`src/rtl/uvr_pkg.sv`:
```
// ----------------------------------------------------------------------------
// uvr_pkg
// Types, constants and byte classifiers shared by the utf-8 repair block.
// ----------------------------------------------------------------------------
`default_nettype none

package uvr_pkg;

   // input word: one raw byte of the string
   typedef struct packed {
      logic [7:0] in_byte;
      logic       end_of_string;
   } req_type;

   // output word: one byte of the repaired string
   typedef struct packed {
      logic [7:0] out_byte;
      logic       run_last;
      logic       string_done;
      logic       string_valid;
   } rsp_type;

   // how the back end expands one byte of a command
   localparam logic [1:0] KIND_PASS   = 2'd0;
   localparam logic [1:0] KIND_UNDER  = 2'd1;
   localparam logic [1:0] KIND_LATIN1 = 2'd2;

   localparam int unsigned CMD_SLOTS = 4;
   localparam int unsigned PEND_DEPTH = 3;

   // configuration register indexes
   localparam logic [1:0] CSR_PATH_MODE     = 2'd0;
   localparam logic [1:0] CSR_WINDOWS_CHARS = 2'd1;

   localparam logic [7:0] UNDERSCORE = 8'h5f;

   // one work unit handed from the front end to the back end
   typedef struct packed {
      logic [CMD_SLOTS-1:0][7:0] bytes;
      logic [CMD_SLOTS-1:0][1:0] kinds;
      logic [1:0]                last_slot;
      logic                      eos;
      logic                      valid;
   } cmd_type;

   // sequence length implied by a lead byte, zero if not a lead
   function automatic logic [2:0] lead_len(input logic [7:0] b);
      logic [2:0] len;
      len = 3'd0;
      if ((b & 8'he0) == 8'hc0) begin
         len = 3'd2;
      end else if ((b & 8'hf0) == 8'he0) begin
         len = 3'd3;
      end else if ((b & 8'hf8) == 8'hf0) begin
         len = 3'd4;
      end
      return len;
   endfunction

   function automatic logic path_bad(input logic [7:0] b, input logic pm,
                                     input logic wc);
      logic bad;
      bad = 1'b0;
      if (pm) begin
         if (b < 8'd32) begin
            bad = 1'b1;
         end else if (wc) begin
            bad = (b == 8'h3f) || (b == 8'h3c) || (b == 8'h3e) || (b == 8'h22) ||
                  (b == 8'h7c) || (b == 8'h2a) || (b == 8'h3a);
         end
      end
      return bad;
   endfunction

endpackage

`default_nettype wire

```
`src/rtl/uvr_front.sv`:
```
// ----------------------------------------------------------------------------
// uvr_front
// Classifies each input byte against the held sequence and issues commands.
// ----------------------------------------------------------------------------
`default_nettype none

module uvr_front (
   input  wire logic            clock,
   input  wire logic            reset,
   input  wire logic            accept,
   input  wire uvr_pkg::req_type req_data,
   input  wire logic            csr_valid,
   input  wire logic [1:0]      csr_index,
   input  wire logic            csr_wdata,
   output      logic            cmd_push,
   output      uvr_pkg::cmd_type cmd_data
);

   logic [7:0] pend_ff [uvr_pkg::PEND_DEPTH];
   logic [2:0] pend_we;
   logic [1:0] cnt_ff, cnt_in;
   logic       all_valid_ff, all_valid_in;
   logic       path_mode_ff, path_mode_in;
   logic       windows_ff, windows_in;

   logic [7:0] b;
   logic       eos, is_cont, ascii, bad, fresh_store, fresh_emit, fresh_clear;
   logic [1:0] fresh_kind, pend_kind, b_kind;
   logic       b_emit, pend_emit, clear, valid_after;
   logic [2:0] need, p1, n_items;

   always_comb begin
      b           = req_data.in_byte;
      eos         = req_data.end_of_string;
      is_cont     = (b[7:6] == 2'b10);
      need        = uvr_pkg::lead_len(pend_ff[0]);
      p1          = {1'b0, cnt_ff} + 3'd1;
      ascii       = ~b[7];
      bad         = uvr_pkg::path_bad(b, path_mode_ff, windows_ff);
      fresh_store = ~ascii && (uvr_pkg::lead_len(b) != 3'd0) && ~eos;
      fresh_emit  = ~fresh_store;
      fresh_clear = ascii ? bad : ~fresh_store;
      fresh_kind  = ascii ? (bad ? uvr_pkg::KIND_UNDER : uvr_pkg::KIND_PASS)
                          : uvr_pkg::KIND_LATIN1;

      pend_kind = uvr_pkg::KIND_LATIN1;
      b_kind    = fresh_kind;
      b_emit    = fresh_emit;
      pend_emit = (cnt_ff != 2'd0);
      clear     = fresh_clear;
      pend_we   = 3'b000;
      cnt_in    = cnt_ff;

      priority if (cnt_ff != 2'd0 && is_cont && p1 == need) begin
         // sequence complete, pass all of it
         pend_kind = uvr_pkg::KIND_PASS;
         b_kind    = uvr_pkg::KIND_PASS;
         b_emit    = 1'b1;
         clear     = 1'b0;
         cnt_in    = 2'd0;
      end else if (cnt_ff != 2'd0 && is_cont && (eos || p1 > need)) begin
         b_kind = uvr_pkg::KIND_LATIN1;
         b_emit = 1'b1;
         clear  = 1'b1;
         cnt_in = 2'd0;
      end else if (cnt_ff != 2'd0 && is_cont) begin
         // hold another continuation byte
         pend_emit = 1'b0;
         b_emit    = 1'b0;
         clear     = 1'b0;
         cnt_in    = cnt_ff + 2'd1;
         unique case (cnt_ff)
            2'd1:    pend_we = 3'b010;
            2'd2:    pend_we = 3'b100;
            default: pend_we = 3'b000;
         endcase
      end else begin
         // broken or no sequence: flush held bytes, scan this one fresh
         clear   = fresh_clear || (cnt_ff != 2'd0);
         pend_we = {2'b00, fresh_store};
         cnt_in  = fresh_store ? 2'd1 : 2'd0;
      end
      if (eos) begin
         cnt_in = 2'd0;
      end

      valid_after  = all_valid_ff & ~clear;
      all_valid_in = eos ? 1'b1 : valid_after;
      n_items      = (pend_emit ? {1'b0, cnt_ff} : 3'd0) + {2'b00, b_emit};

      for (int k = 0; k < uvr_pkg::CMD_SLOTS; k++) begin
         if (k < int'(cnt_ff)) begin
            cmd_data.bytes[k] = pend_ff[k % uvr_pkg::PEND_DEPTH];
            cmd_data.kinds[k] = pend_kind;
         end else begin
            cmd_data.bytes[k] = b;
            cmd_data.kinds[k] = b_kind;
         end
      end
      cmd_data.last_slot = 2'(n_items - 3'd1);
      cmd_data.eos       = eos;
      cmd_data.valid     = valid_after;
      cmd_push           = accept && (pend_emit || b_emit);
   end

   always_comb begin
      path_mode_in = path_mode_ff;
      windows_in   = windows_ff;
      if (csr_valid && csr_index == uvr_pkg::CSR_PATH_MODE) begin
         path_mode_in = csr_wdata;
      end
      if (csr_valid && csr_index == uvr_pkg::CSR_WINDOWS_CHARS) begin
         windows_in = csr_wdata;
      end
   end

   always_ff @(posedge clock) begin
      if (reset) begin
         cnt_ff       <= 2'd0;
         all_valid_ff <= 1'b1;
         path_mode_ff <= 1'b0;
         windows_ff   <= 1'b0;
      end else begin
         path_mode_ff <= path_mode_in;
         windows_ff   <= windows_in;
         if (accept) begin
            cnt_ff       <= cnt_in;
            all_valid_ff <= all_valid_in;
         end
      end
   end

   always_ff @(posedge clock) begin
      for (int k = 0; k < uvr_pkg::PEND_DEPTH; k++) begin
         if (accept && pend_we[k]) begin
            pend_ff[k] <= b;
         end
      end
   end

endmodule

`default_nettype wire

```
`src/rtl/uvr_cmdq.sv`:
```
// ----------------------------------------------------------------------------
// uvr_cmdq
// Two-entry command queue between the front end and the back end.
// ----------------------------------------------------------------------------
`default_nettype none

module uvr_cmdq (
   input  wire logic             clock,
   input  wire logic             reset,
   input  wire logic             push,
   input  wire uvr_pkg::cmd_type push_data,
   output      logic             full,
   input  wire logic             pop,
   output      logic             empty,
   output      uvr_pkg::cmd_type head
);

   uvr_pkg::cmd_type mem_ff [2];
   logic       wr_ptr_ff, rd_ptr_ff;
   logic [1:0] count_ff, count_in;
   logic       do_push, do_pop;

   assign full    = (count_ff == 2'd2);
   assign empty   = (count_ff == 2'd0);
   assign do_push = push && ~full;
   assign do_pop  = pop && ~empty;
   assign head    = mem_ff[rd_ptr_ff];

   always_comb begin
      count_in = count_ff;
      unique case ({do_push, do_pop})
         2'b10:   count_in = count_ff + 2'd1;
         2'b01:   count_in = count_ff - 2'd1;
         default: count_in = count_ff;
      endcase
   end

   always_ff @(posedge clock) begin
      if (reset) begin
         wr_ptr_ff <= 1'b0;
         rd_ptr_ff <= 1'b0;
         count_ff  <= 2'd0;
      end else begin
         count_ff <= count_in;
         if (do_push) begin
            wr_ptr_ff <= ~wr_ptr_ff;
         end
         if (do_pop) begin
            rd_ptr_ff <= ~rd_ptr_ff;
         end
      end
   end

   always_ff @(posedge clock) begin
      if (do_push) begin
         mem_ff[wr_ptr_ff] <= push_data;
      end
   end

endmodule

`default_nettype wire

```
`src/rtl/uvr_back.sv`:
```
// ----------------------------------------------------------------------------
// uvr_back
// Expands commands into output bytes, one per cycle while the output register is free or popped.
// ----------------------------------------------------------------------------
`default_nettype none

module uvr_back (
   input  wire logic             clock,
   input  wire logic             reset,
   input  wire logic             cmd_valid,
   input  wire uvr_pkg::cmd_type cmd,
   output      logic             cmd_pop,
   output      logic             rsp_empty,
   input  wire logic             rsp_pop,
   output      uvr_pkg::rsp_type rsp_data
);

   logic [1:0]       slot_ff, slot_in;
   logic             half_ff, half_in;
   logic             out_valid_ff, out_valid_in;
   uvr_pkg::rsp_type out_ff, out_in;

   logic       adv, slot_last, cmd_last;
   logic [7:0] cur_byte;
   logic [1:0] cur_kind;

   always_comb begin
      adv      = cmd_valid && (~out_valid_ff || rsp_pop);
      cur_byte = cmd.bytes[slot_ff];
      cur_kind = cmd.kinds[slot_ff];

      unique case (cur_kind)
         uvr_pkg::KIND_UNDER: begin
            out_in.out_byte = uvr_pkg::UNDERSCORE;
            slot_last       = 1'b1;
         end
         uvr_pkg::KIND_LATIN1: begin
            // two-byte encoding of the byte taken as latin-1
            out_in.out_byte = half_ff ? {2'b10, cur_byte[5:0]}
                                      : {6'b110000, cur_byte[7:6]};
            slot_last       = half_ff;
         end
         default: begin
            out_in.out_byte = cur_byte;
            slot_last       = 1'b1;
         end
      endcase

      cmd_last            = slot_last && (slot_ff == cmd.last_slot);
      out_in.run_last     = cmd_last;
      out_in.string_done  = cmd_last && cmd.eos;
      out_in.string_valid = cmd_last && cmd.eos && cmd.valid;
      cmd_pop             = adv && cmd_last;

      slot_in = slot_ff;
      half_in = half_ff;
      if (adv) begin
         if (cmd_last) begin
            slot_in = 2'd0;
            half_in = 1'b0;
         end else if (slot_last) begin
            slot_in = slot_ff + 2'd1;
            half_in = 1'b0;
         end else begin
            half_in = 1'b1;
         end
      end

      out_valid_in = adv ? 1'b1 : (rsp_pop ? 1'b0 : out_valid_ff);
   end

   always_ff @(posedge clock) begin
      if (reset) begin
         slot_ff      <= 2'd0;
         half_ff      <= 1'b0;
         out_valid_ff <= 1'b0;
      end else begin
         slot_ff      <= slot_in;
         half_ff      <= half_in;
         out_valid_ff <= out_valid_in;
      end
   end

   always_ff @(posedge clock) begin
      if (adv) begin
         out_ff <= out_in;
      end
   end

   assign rsp_empty = ~out_valid_ff;
   assign rsp_data  = out_ff;

   // second half of a latin-1 pair only while that command is at the head
   a_half_latin1: assert property (@(posedge clock) disable iff (reset)
      half_ff |-> (cmd_valid && cur_kind == uvr_pkg::KIND_LATIN1))
      else $error("second half pending without a latin-1 slot");

   a_slot_range: assert property (@(posedge clock) disable iff (reset)
      cmd_valid |-> (slot_ff <= cmd.last_slot))
      else $error("slot index beyond the command");

   a_restart: assert property (@(posedge clock) disable iff (reset)
      (adv && cmd_last) |=> (slot_ff == 2'd0 && !half_ff))
      else $error("back end did not restart after a command");

   a_done_last: assert property (@(posedge clock) disable iff (reset)
      (out_valid_ff && out_ff.string_done) |-> out_ff.run_last)
      else $error("string end flagged on a word that is not a run end");

endmodule

`default_nettype wire

```
`src/rtl/utf8_validate_repair.sv`:
```
// ----------------------------------------------------------------------------
// utf8_validate_repair
// UTF-8 validator with latin-1 repair of broken bytes and path filtering.
//
//   channel  ports                                       handshake
//   req      req_push, req_full, req_data                push & !full
//   rsp      rsp_empty, rsp_pop, rsp_data                pop & !empty
//   csr      csr_valid, csr_ready, csr_index, csr_wdata  valid & ready
//
// One output word leaves per cycle while the consumer pops; an input byte makes
// zero to eight words, two in the steady worst case, so the output limits input.
// The output register and the back end's byte counter set the output pace.
// The front end takes a byte every cycle while the two-entry queue has room.
// Synchronous reset clears the held sequence, queue and output register.
// ----------------------------------------------------------------------------
`default_nettype none

module utf8_validate_repair (
   input  wire logic             clock,
   input  wire logic             reset,
   input  wire logic             req_push,
   output      logic             req_full,
   input  wire uvr_pkg::req_type req_data,
   output      logic             rsp_empty,
   input  wire logic             rsp_pop,
   output      uvr_pkg::rsp_type rsp_data,
   input  wire logic             csr_valid,
   output      logic             csr_ready,
   input  wire logic [1:0]       csr_index,
   input  wire logic             csr_wdata
);

   logic             accept, cmd_push, cmd_pop, cmdq_empty;
   uvr_pkg::cmd_type cmd_in, cmd_head;

   assign csr_ready = 1'b1;
   assign accept    = req_push && ~req_full;

   uvr_front u_front (
      .clock     (clock),
      .reset     (reset),
      .accept    (accept),
      .req_data  (req_data),
      .csr_valid (csr_valid),
      .csr_index (csr_index),
      .csr_wdata (csr_wdata),
      .cmd_push  (cmd_push),
      .cmd_data  (cmd_in)
   );

   uvr_cmdq u_cmdq (
      .clock     (clock),
      .reset     (reset),
      .push      (cmd_push),
      .push_data (cmd_in),
      .full      (req_full),
      .pop       (cmd_pop),
      .empty     (cmdq_empty),
      .head      (cmd_head)
   );

   uvr_back u_back (
      .clock     (clock),
      .reset     (reset),
      .cmd_valid (~cmdq_empty),
      .cmd       (cmd_head),
      .cmd_pop   (cmd_pop),
      .rsp_empty (rsp_empty),
      .rsp_pop   (rsp_pop),
      .rsp_data  (rsp_data)
   );

endmodule

`default_nettype wire

```
`config.mk`:
```
export PLATFORM = sky130hd
export DESIGN_NAME = utf8_validate_repair
export DESIGN_NICKNAME = d
export VERILOG_FILES = /design/src/rtl/uvr_pkg.sv /design/src/rtl/uvr_front.sv /design/src/rtl/uvr_cmdq.sv /design/src/rtl/uvr_back.sv /design/src/rtl/utf8_validate_repair.sv
export SDC_FILE = /design/constraint.sdc
export NUM_CORES = 1
export LEC_CHECK = 0
export ABC_AREA = 1
export BUFFER_PORTS_ARGS = -buffer_cell sky130_fd_sc_hd__buf_2
export CORE_MARGIN = 5
export CORE_UTILIZATION = 30
export DETAILED_ROUTE_END_ITERATION = 10
export PLACE_DENSITY_LB_ADDON = 0.08
export SLEW_MARGIN = 20
export SYNTH_ARGS = -nofsm -noshare
export SYNTH_HDL_FRONTEND = slang
export SYNTH_SLANG_ARGS = --single-unit
```
`constraint.sdc`:
```
create_clock -name clock -period 6.5 [get_ports clock]
set_input_delay 0.325 -clock clock [delete_from_list [all_inputs] [get_ports clock]]
set_output_delay 0.325 -clock clock [all_outputs]
set_load 0.03 [all_outputs]
```
==> Yosys cells after proc, flatten, opt, wreduce, memory -nomap -nowiden <==
Memory sizes are Yosys's and may differ from the RTL's. A register that Yosys moved wholly into a read port is not among the register bits.
Index checks and enable logic that the tools add are counted.
{ "totals": {"memories": 2, "register_bits": 24, "word_cells": 172, "inputBits": 17, "mem_bits_rw": 112} }
{ "op_classes": {"n_eq_ne": 24, "n_bitwise": 9, "mux": 71, "reduce_logical": 39, "n_lt_le_gt_ge": 6, "n_addsub": 7} }
{ "mem_list": {"columns": ["memory", "words", "word_bits", "rd", "rd_ports_with_merged_regs", "wr", "line_no", "source"], "rows": [
  ["u_cmdq.mem_ff", 2, 44, 1, 1, 1, "uvr_cmdq.sv:18", "uvr_pkg::cmd_type mem_ff [2];"],
  ["u_front.pend_ff", 3, 8, 3, 0, 1, "uvr_front.sv:19", "logic [7:0] pend_ff [uvr_pkg::PEND_DEPTH];"]
]} }
{ "op_table": {"columns": ["operator", "n"], "rows": [
  ["$eq A8 B6 Y1 const B", 6],
  ["$mux W8", 6],
  ["$mux W2", 17],
  ["$mux W1", 33],
  ["$mux W3", 9],
  ["$logic_and A1 B1 Y1", 19],
  ["$bmux W8 S2", 1],
  ["$pmux W8 S2", 1],
  ["$reduce_or A8 Y1", 2],
  ["$eq A2 B2 Y1 const B", 5],
  ["$eq A5 B5 Y1 const B", 2],
  ["$logic_or A1 B1 Y1", 10],
  ["$eq A2 B1 Y1 const B", 4],
  ["$eq A4 B4 Y1 const B", 2],
  ["$eq A8 B7 Y1 const B", 1],
  ["$lt A8 B6 Y1 const B", 1],
  ["$not A1 Y1", 8],
  ["$reduce_bool A2 Y1", 4],
  ["$mux W7", 1],
  ["$add A2 B1 Y2 const B", 3],
  ["$eq A3 B3 Y1 const B", 2],
  ["$pmux W3 S2", 1],
  ["$bmux W2 S2", 1],
  ["$logic_not A2 Y1", 2],
  ["13 further kinds", 15]
]} }

==> Depth between registers and ports, before layout <==
{ "depth": {"depth_word": 18, "mapped_depth": 20, "depth_no_buf": 19} }

==> Modules after synthesis <==
Synthesis repeated with hierarchy kept, for this count alone.
{ "unflattened": {"cells_unflattened": 536, "hier_area_um2": 6466.2} }
{ "by_module_without_submodules": {"columns": ["mod", "area_each_um2", "cells_each", "instances"], "rows": [
  ["uvr_cmdq", 3624.7, 177, 1],
  ["uvr_front", 1721.7, 204, 1],
  ["uvr_back", 1094.8, 150, 1],
  ["utf8_validate_repair", 25.0, 5, 1]
]} }

==> Worst setup path before layout <==
OpenSTA, ideal clock, no wires.
{ "synth_timing": {"path_kind": "register to register", "startpoint": "register u_front.cnt_ff[1]", "endpoint": "memory u_cmdq.mem_ff[0][0] (netlist name), enable pin", "required_ps": 6055, "path_stages_with_launch": 14, "setup_slack_ps": 2231, "arrival_time_ps": 3824, "n_path_buf": 1, "synth_period_minus_slack_ps": 4269, "cell_sequence": "dfxtp_1 -> clkbuf_1 -> inv_1 -> ha_1 -> ha_1 -> nand3_1 -> nand2_1 -> nand2_1 -> nand2_1 -> nand3_1 -> inv_1 -> nand2_1 -> nand2_1 -> nor2_1"} }
{ "synth_between": {"elab_chain_len": 11} }
{ "synth_rtl": {"columns": ["element", "line_no", "source"], "rows": [
  ["from (decl)", "uvr_front.sv:21", "logic [1:0] cnt_ff, cnt_in;"],
  ["from (signal assigned)", "uvr_front.sv:127", "cnt_ff <= cnt_in;"],
  ["$add A2 B1 Y3", "uvr_front.sv:37", "p1 = {1'b0, cnt_ff} + 3'd1;"],
  ["$gt A3 B3 Y1", "uvr_front.sv:61", "end else if (cnt_ff != 2'd0 && is_cont && (eos || p1 > need)) begin"],
  ["$logic_or A1 B1 Y1", "uvr_front.sv:61", null],
  ["$logic_and A1 B1 Y1", "uvr_front.sv:61", null],
  ["$mux W1", "uvr_front.sv:61", null],
  ["$mux W1", "uvr_front.sv:54", "priority if (cnt_ff != 2'd0 && is_cont && p1 == need) begin"],
  ["$logic_or A1 B1 Y1 *", "uvr_front.sv:103", "cmd_push = accept && (pend_emit || b_emit);"],
  ["$logic_and A1 B1 Y1 *", "uvr_front.sv:103", null],
  ["$logic_and A1 B1 Y1 *", "uvr_cmdq.sv:25", "assign do_push = push && ~full;"],
  ["$mux W1 *", "uvr_cmdq.sv:55", "if (do_push) begin"],
  ["$mux W1 (implied by the code) *", "uvr_cmdq.sv:56", "mem_ff[wr_ptr_ff] <= push_data;"],
  ["to (decl)", "uvr_cmdq.sv:18", null]
]} }
Mark *: on every way between the ends. The rest lies on a longest branch, timed or not.

==> Worst setup path after layout <==
{ "layout_timing": {"startpoint": "register u_front.cnt_ff[1]", "endpoint": "memory u_cmdq.mem_ff[0][14] (netlist name), enable pin"} }
The elaborated chain is that of the path after synthesis.

==> flow_summary_export.csv <==
group,metric,value,unit
setup_path,slowest_delay,0.86,ns
clock_network,cts.repair.resized,0,
routing,first_iter_violations,198,
finish,drive_gt1_share,12.2,%
global_routing,antenna_found_initial,1,
die,die-area,0.0223,sq mm
yosys,ys_ff_latch,137,
clock_network,cts.sinks,137,
finish,seq_area,0.00397,sq mm
clock_network,post-cts-setup-buffers,0,
power,p_leak,2.55,nW
yosys,yosys.cell_count.top_type,"edfxtp_1",
setup_path,endpoint_kind,"flop",
placement,io_buffer_count,29,
finish,nets,581,
global_routing,grt-ovfl-total,0,
finish,final_util,35.5,%
die,io_pins,31,
yosys,async_flop_share,0,%
setup_path,path_max_fanout,42,
clock_network,cts.clk_slew.worst_paths,0.06,ns
setup_path,worstSetupPathType,"reg -> reg",
yosys,synth_warnings,0,
clock_network,clock_path_buffers,2,
routing,avgViaCountPerCell,4.54,
sta,tightest_slew,0.835,ns
yosys,netlist_instances,523,
setup_path,path_cells,"inv_1, ha_1, ha_1, nand3_1, nand2_1, nand2_1, nand2_1, nand3_1, inv_1, nand2_1, nand2_1, nor2_4, buf_4",
setup_path,cp_common_cell,"nand2_1",
yosys,synth_area_leaders,"edfxtp_1, o21ai_0, nand2_1, dfxtp_1, nor2_1",
global_routing,grt_use_total,13.6,%
setup_path,worst_setup_path_start_kind,"flop",
clock_network,clock-root-buffer,"clkbuf_16",
setup_path,crit_arrival,3.69,ns
clock_network,cts_tree,"built",
routing,dr.pass1.iters,5,
global_routing,grt_pass1_vias,3842,
finish,antennaDiodeCount,0,
routing,ant_nets,0,
sta,min_period_over_period,56.1,%
die,coreArea,0.0193,sq mm
sta,period_minus_slack,3.64,ns
setup_path,crit_slowest_cell,"dfxtp_1",
power,powerDensity,441,mW/mm^2
finish,multi_input_area,0.00158,sq mm
global_routing,grt_max_degree,46,
routing,wl_per_cell,17.4,um
yosys,post_synth.cell_area_avg,11.1,sq um
sta,slew_headroom,44.3,%
clock_network,cts_buffers,17,
power,max-vdd-ir-drop,166,uV
die,rows,51,
yosys,seq_area_frac_synth,68.2,%
yosys,yosysUniqueCellTypes,30,
routing,wirelength,14500,um
sta,setup_viol,0,
routing,vias,3772,
job,drv_cap,0,
yosys,synth_top_area_share,63.4,%
sta,fmax,0.274,GHz
yosys,synth_edf_count,123,
global_routing,grt_pass1_wl,22100,um
die,start_util,30.2,%
outcome,status,"complete, no violations",
sta,finalSetupTns,0,ns
sta,slew_viol_final,0,
die,die_x,149,um
placement,gp_congestion,0.787,
clock_network,cts_max_level,4,
sta,rsz0062_at_grt,"false",
clock_network,clkLatencyLatePin,0.42,ns
yosys,synth_top_area_cell,"edfxtp_1",
yosys,synth_area,0.00583,sq mm
yosys,synth_flop_cell,"edfxtp_1",
sta,fin_worst_skew,0.00815,ns
placement,dp_hpwl,9910,um
finish,syn2layout_area_growth,17.6,%
die,die_h,149,um
worst_hold_path,hp-class,"in -> reg",
yosys,synthesis.nets,552,
sta,finalHoldViolCount,0,
yosys,synth.cells.most_frequent,"edfxtp_1, o21ai_0, nand2_1",
routing,drcViolationCount,0,
clock_network,cts_hold_buf,0,
setup_path,required,6.55,ns
finish,n_fill_cell,1960,
cell type report:
type	count	area share, %
Sequential cell	137	58.0
Tap cell	265	4.84
Clock buffer	19	6.32
Inverter	47	2.58
Timing Repair Buffer	33	2.56
Multi-Input combinational cell	316	23.1
Clock inverter	13	2.59
critical path, delay by kind of cell (launching register included):
family / cells / cell delay, ns
adder cells (fa/ha/maj): 2 / 0.68
AND/OR/NAND/NOR: 8 / 0.90
buffers and inverters: 3 / 0.81
flip-flops: 1 / 0.86
worst paths after layout:
kind,cells past startpoint,endpoint,slack [ns],startpoint
worst min register to register,2,u_front.all_valid_ff$_SDFFE_PP1P_,0.47,u_front.all_valid_ff$_SDFFE_PP1P_
worst min-delay path,1,u_cmdq.mem_ff[1][1]$_DFFE_PP_,0.17,req_data[0]
worst max-delay path,13,u_cmdq.mem_ff[0][14]$_DFFE_PP_,2.86,u_front.cnt_ff[1]$_SDFFE_PP0P_
worst max register to register,13,u_cmdq.mem_ff[0][14]$_DFFE_PP_,2.86,u_front.cnt_ff[1]$_SDFFE_PP0P_
layer usage:
layer,routed length (um),up-vias,global-route usage (%)
li1,-,1884,-
met1,7290,1811,19.6
met2,6470,68,19.9
met3,576,9,3.25
met4,129,0,5.22
met5,0,-,0
flip-flops by register name (all words and copies together) (netlist names), named ones only:
name	count
u_back.half_ff	1
u_front.path_mode_ff	1
u_front.windows_ff	1
u_front.all_valid_ff	1
u_back.out_valid_ff	1
u_back.rsp_data	11
u_cmdq.mem_ff	88
u_cmdq.rd_ptr_ff	1
u_front.pend_ff	24
u_back.slot_ff	2
u_cmdq.count_ff	2
u_front.cnt_ff	2
u_cmdq.wr_ptr_ff	1
through the flow:
stage	hold WS, ns	worst slack (ns)	area, sq um	total power (W)	instances
2_1_floorplan	0.424	2.23	5830	0.00179	523
3_3_place_gp	0.460	2.78	6240	0.00205	798
3_5_place_dp	0.456	2.86	6240	0.00206	798
4_1_cts	0.147	2.85	6850	0.00306	830
5_1_grt	0.152	2.50	6850	0.00320	830
6_report	0.168	2.86	6850	0.00302	830
cell usage in the layout, fill, tap and decap left out, types with 3 or more instances in the layout:
cell and count:
a21oi_1 13, clkinv_1 3, buf_4 4, clkinvlp_4 3
buf_2 29, o21ai_0 85, o211ai_1 3, clkbuf_16 17
ha_1 12, o22ai_1 16, a31oi_1 3, edfxtp_1 123
nor2_4 3, nor3_1 6, nor2_1 70, dfxtp_1 14
nand2_1 79, bufinv_16 4, nand3_1 6, inv_1 45
kinds of logic (layout without fill, tap and decap cells):
logic type / count (synthesis) / in the layout / share of synthesized area, %
other: 1 / 1 / 0.0644
adders and majority gates: 12 / 12 / 2.58
xor gates and xnor gates: 4 / 4 / 0.601
muxes: 2 / 2 / 0.344
buffers and inverters: 70 / 112 / 4.75
AOI/OAI and AO/OA: 125 / 125 / 11.5
DFF: 137 / 137 / 68.2
and+or+nand+nor: 172 / 172 / 11.9
power by group:
part	leakage (nW)	total, W	internal (W)	switching (W)
logic	1.00	0.000814	0.000228	0.000586
registers	1.26	0.00121	0.00115	0.0000634
clock network	0.288	0.000994	0.000638	0.000356
total	2.55	0.00302	0.00202	0.00101
Note: power is estimated with default switching activity, not from simulation.
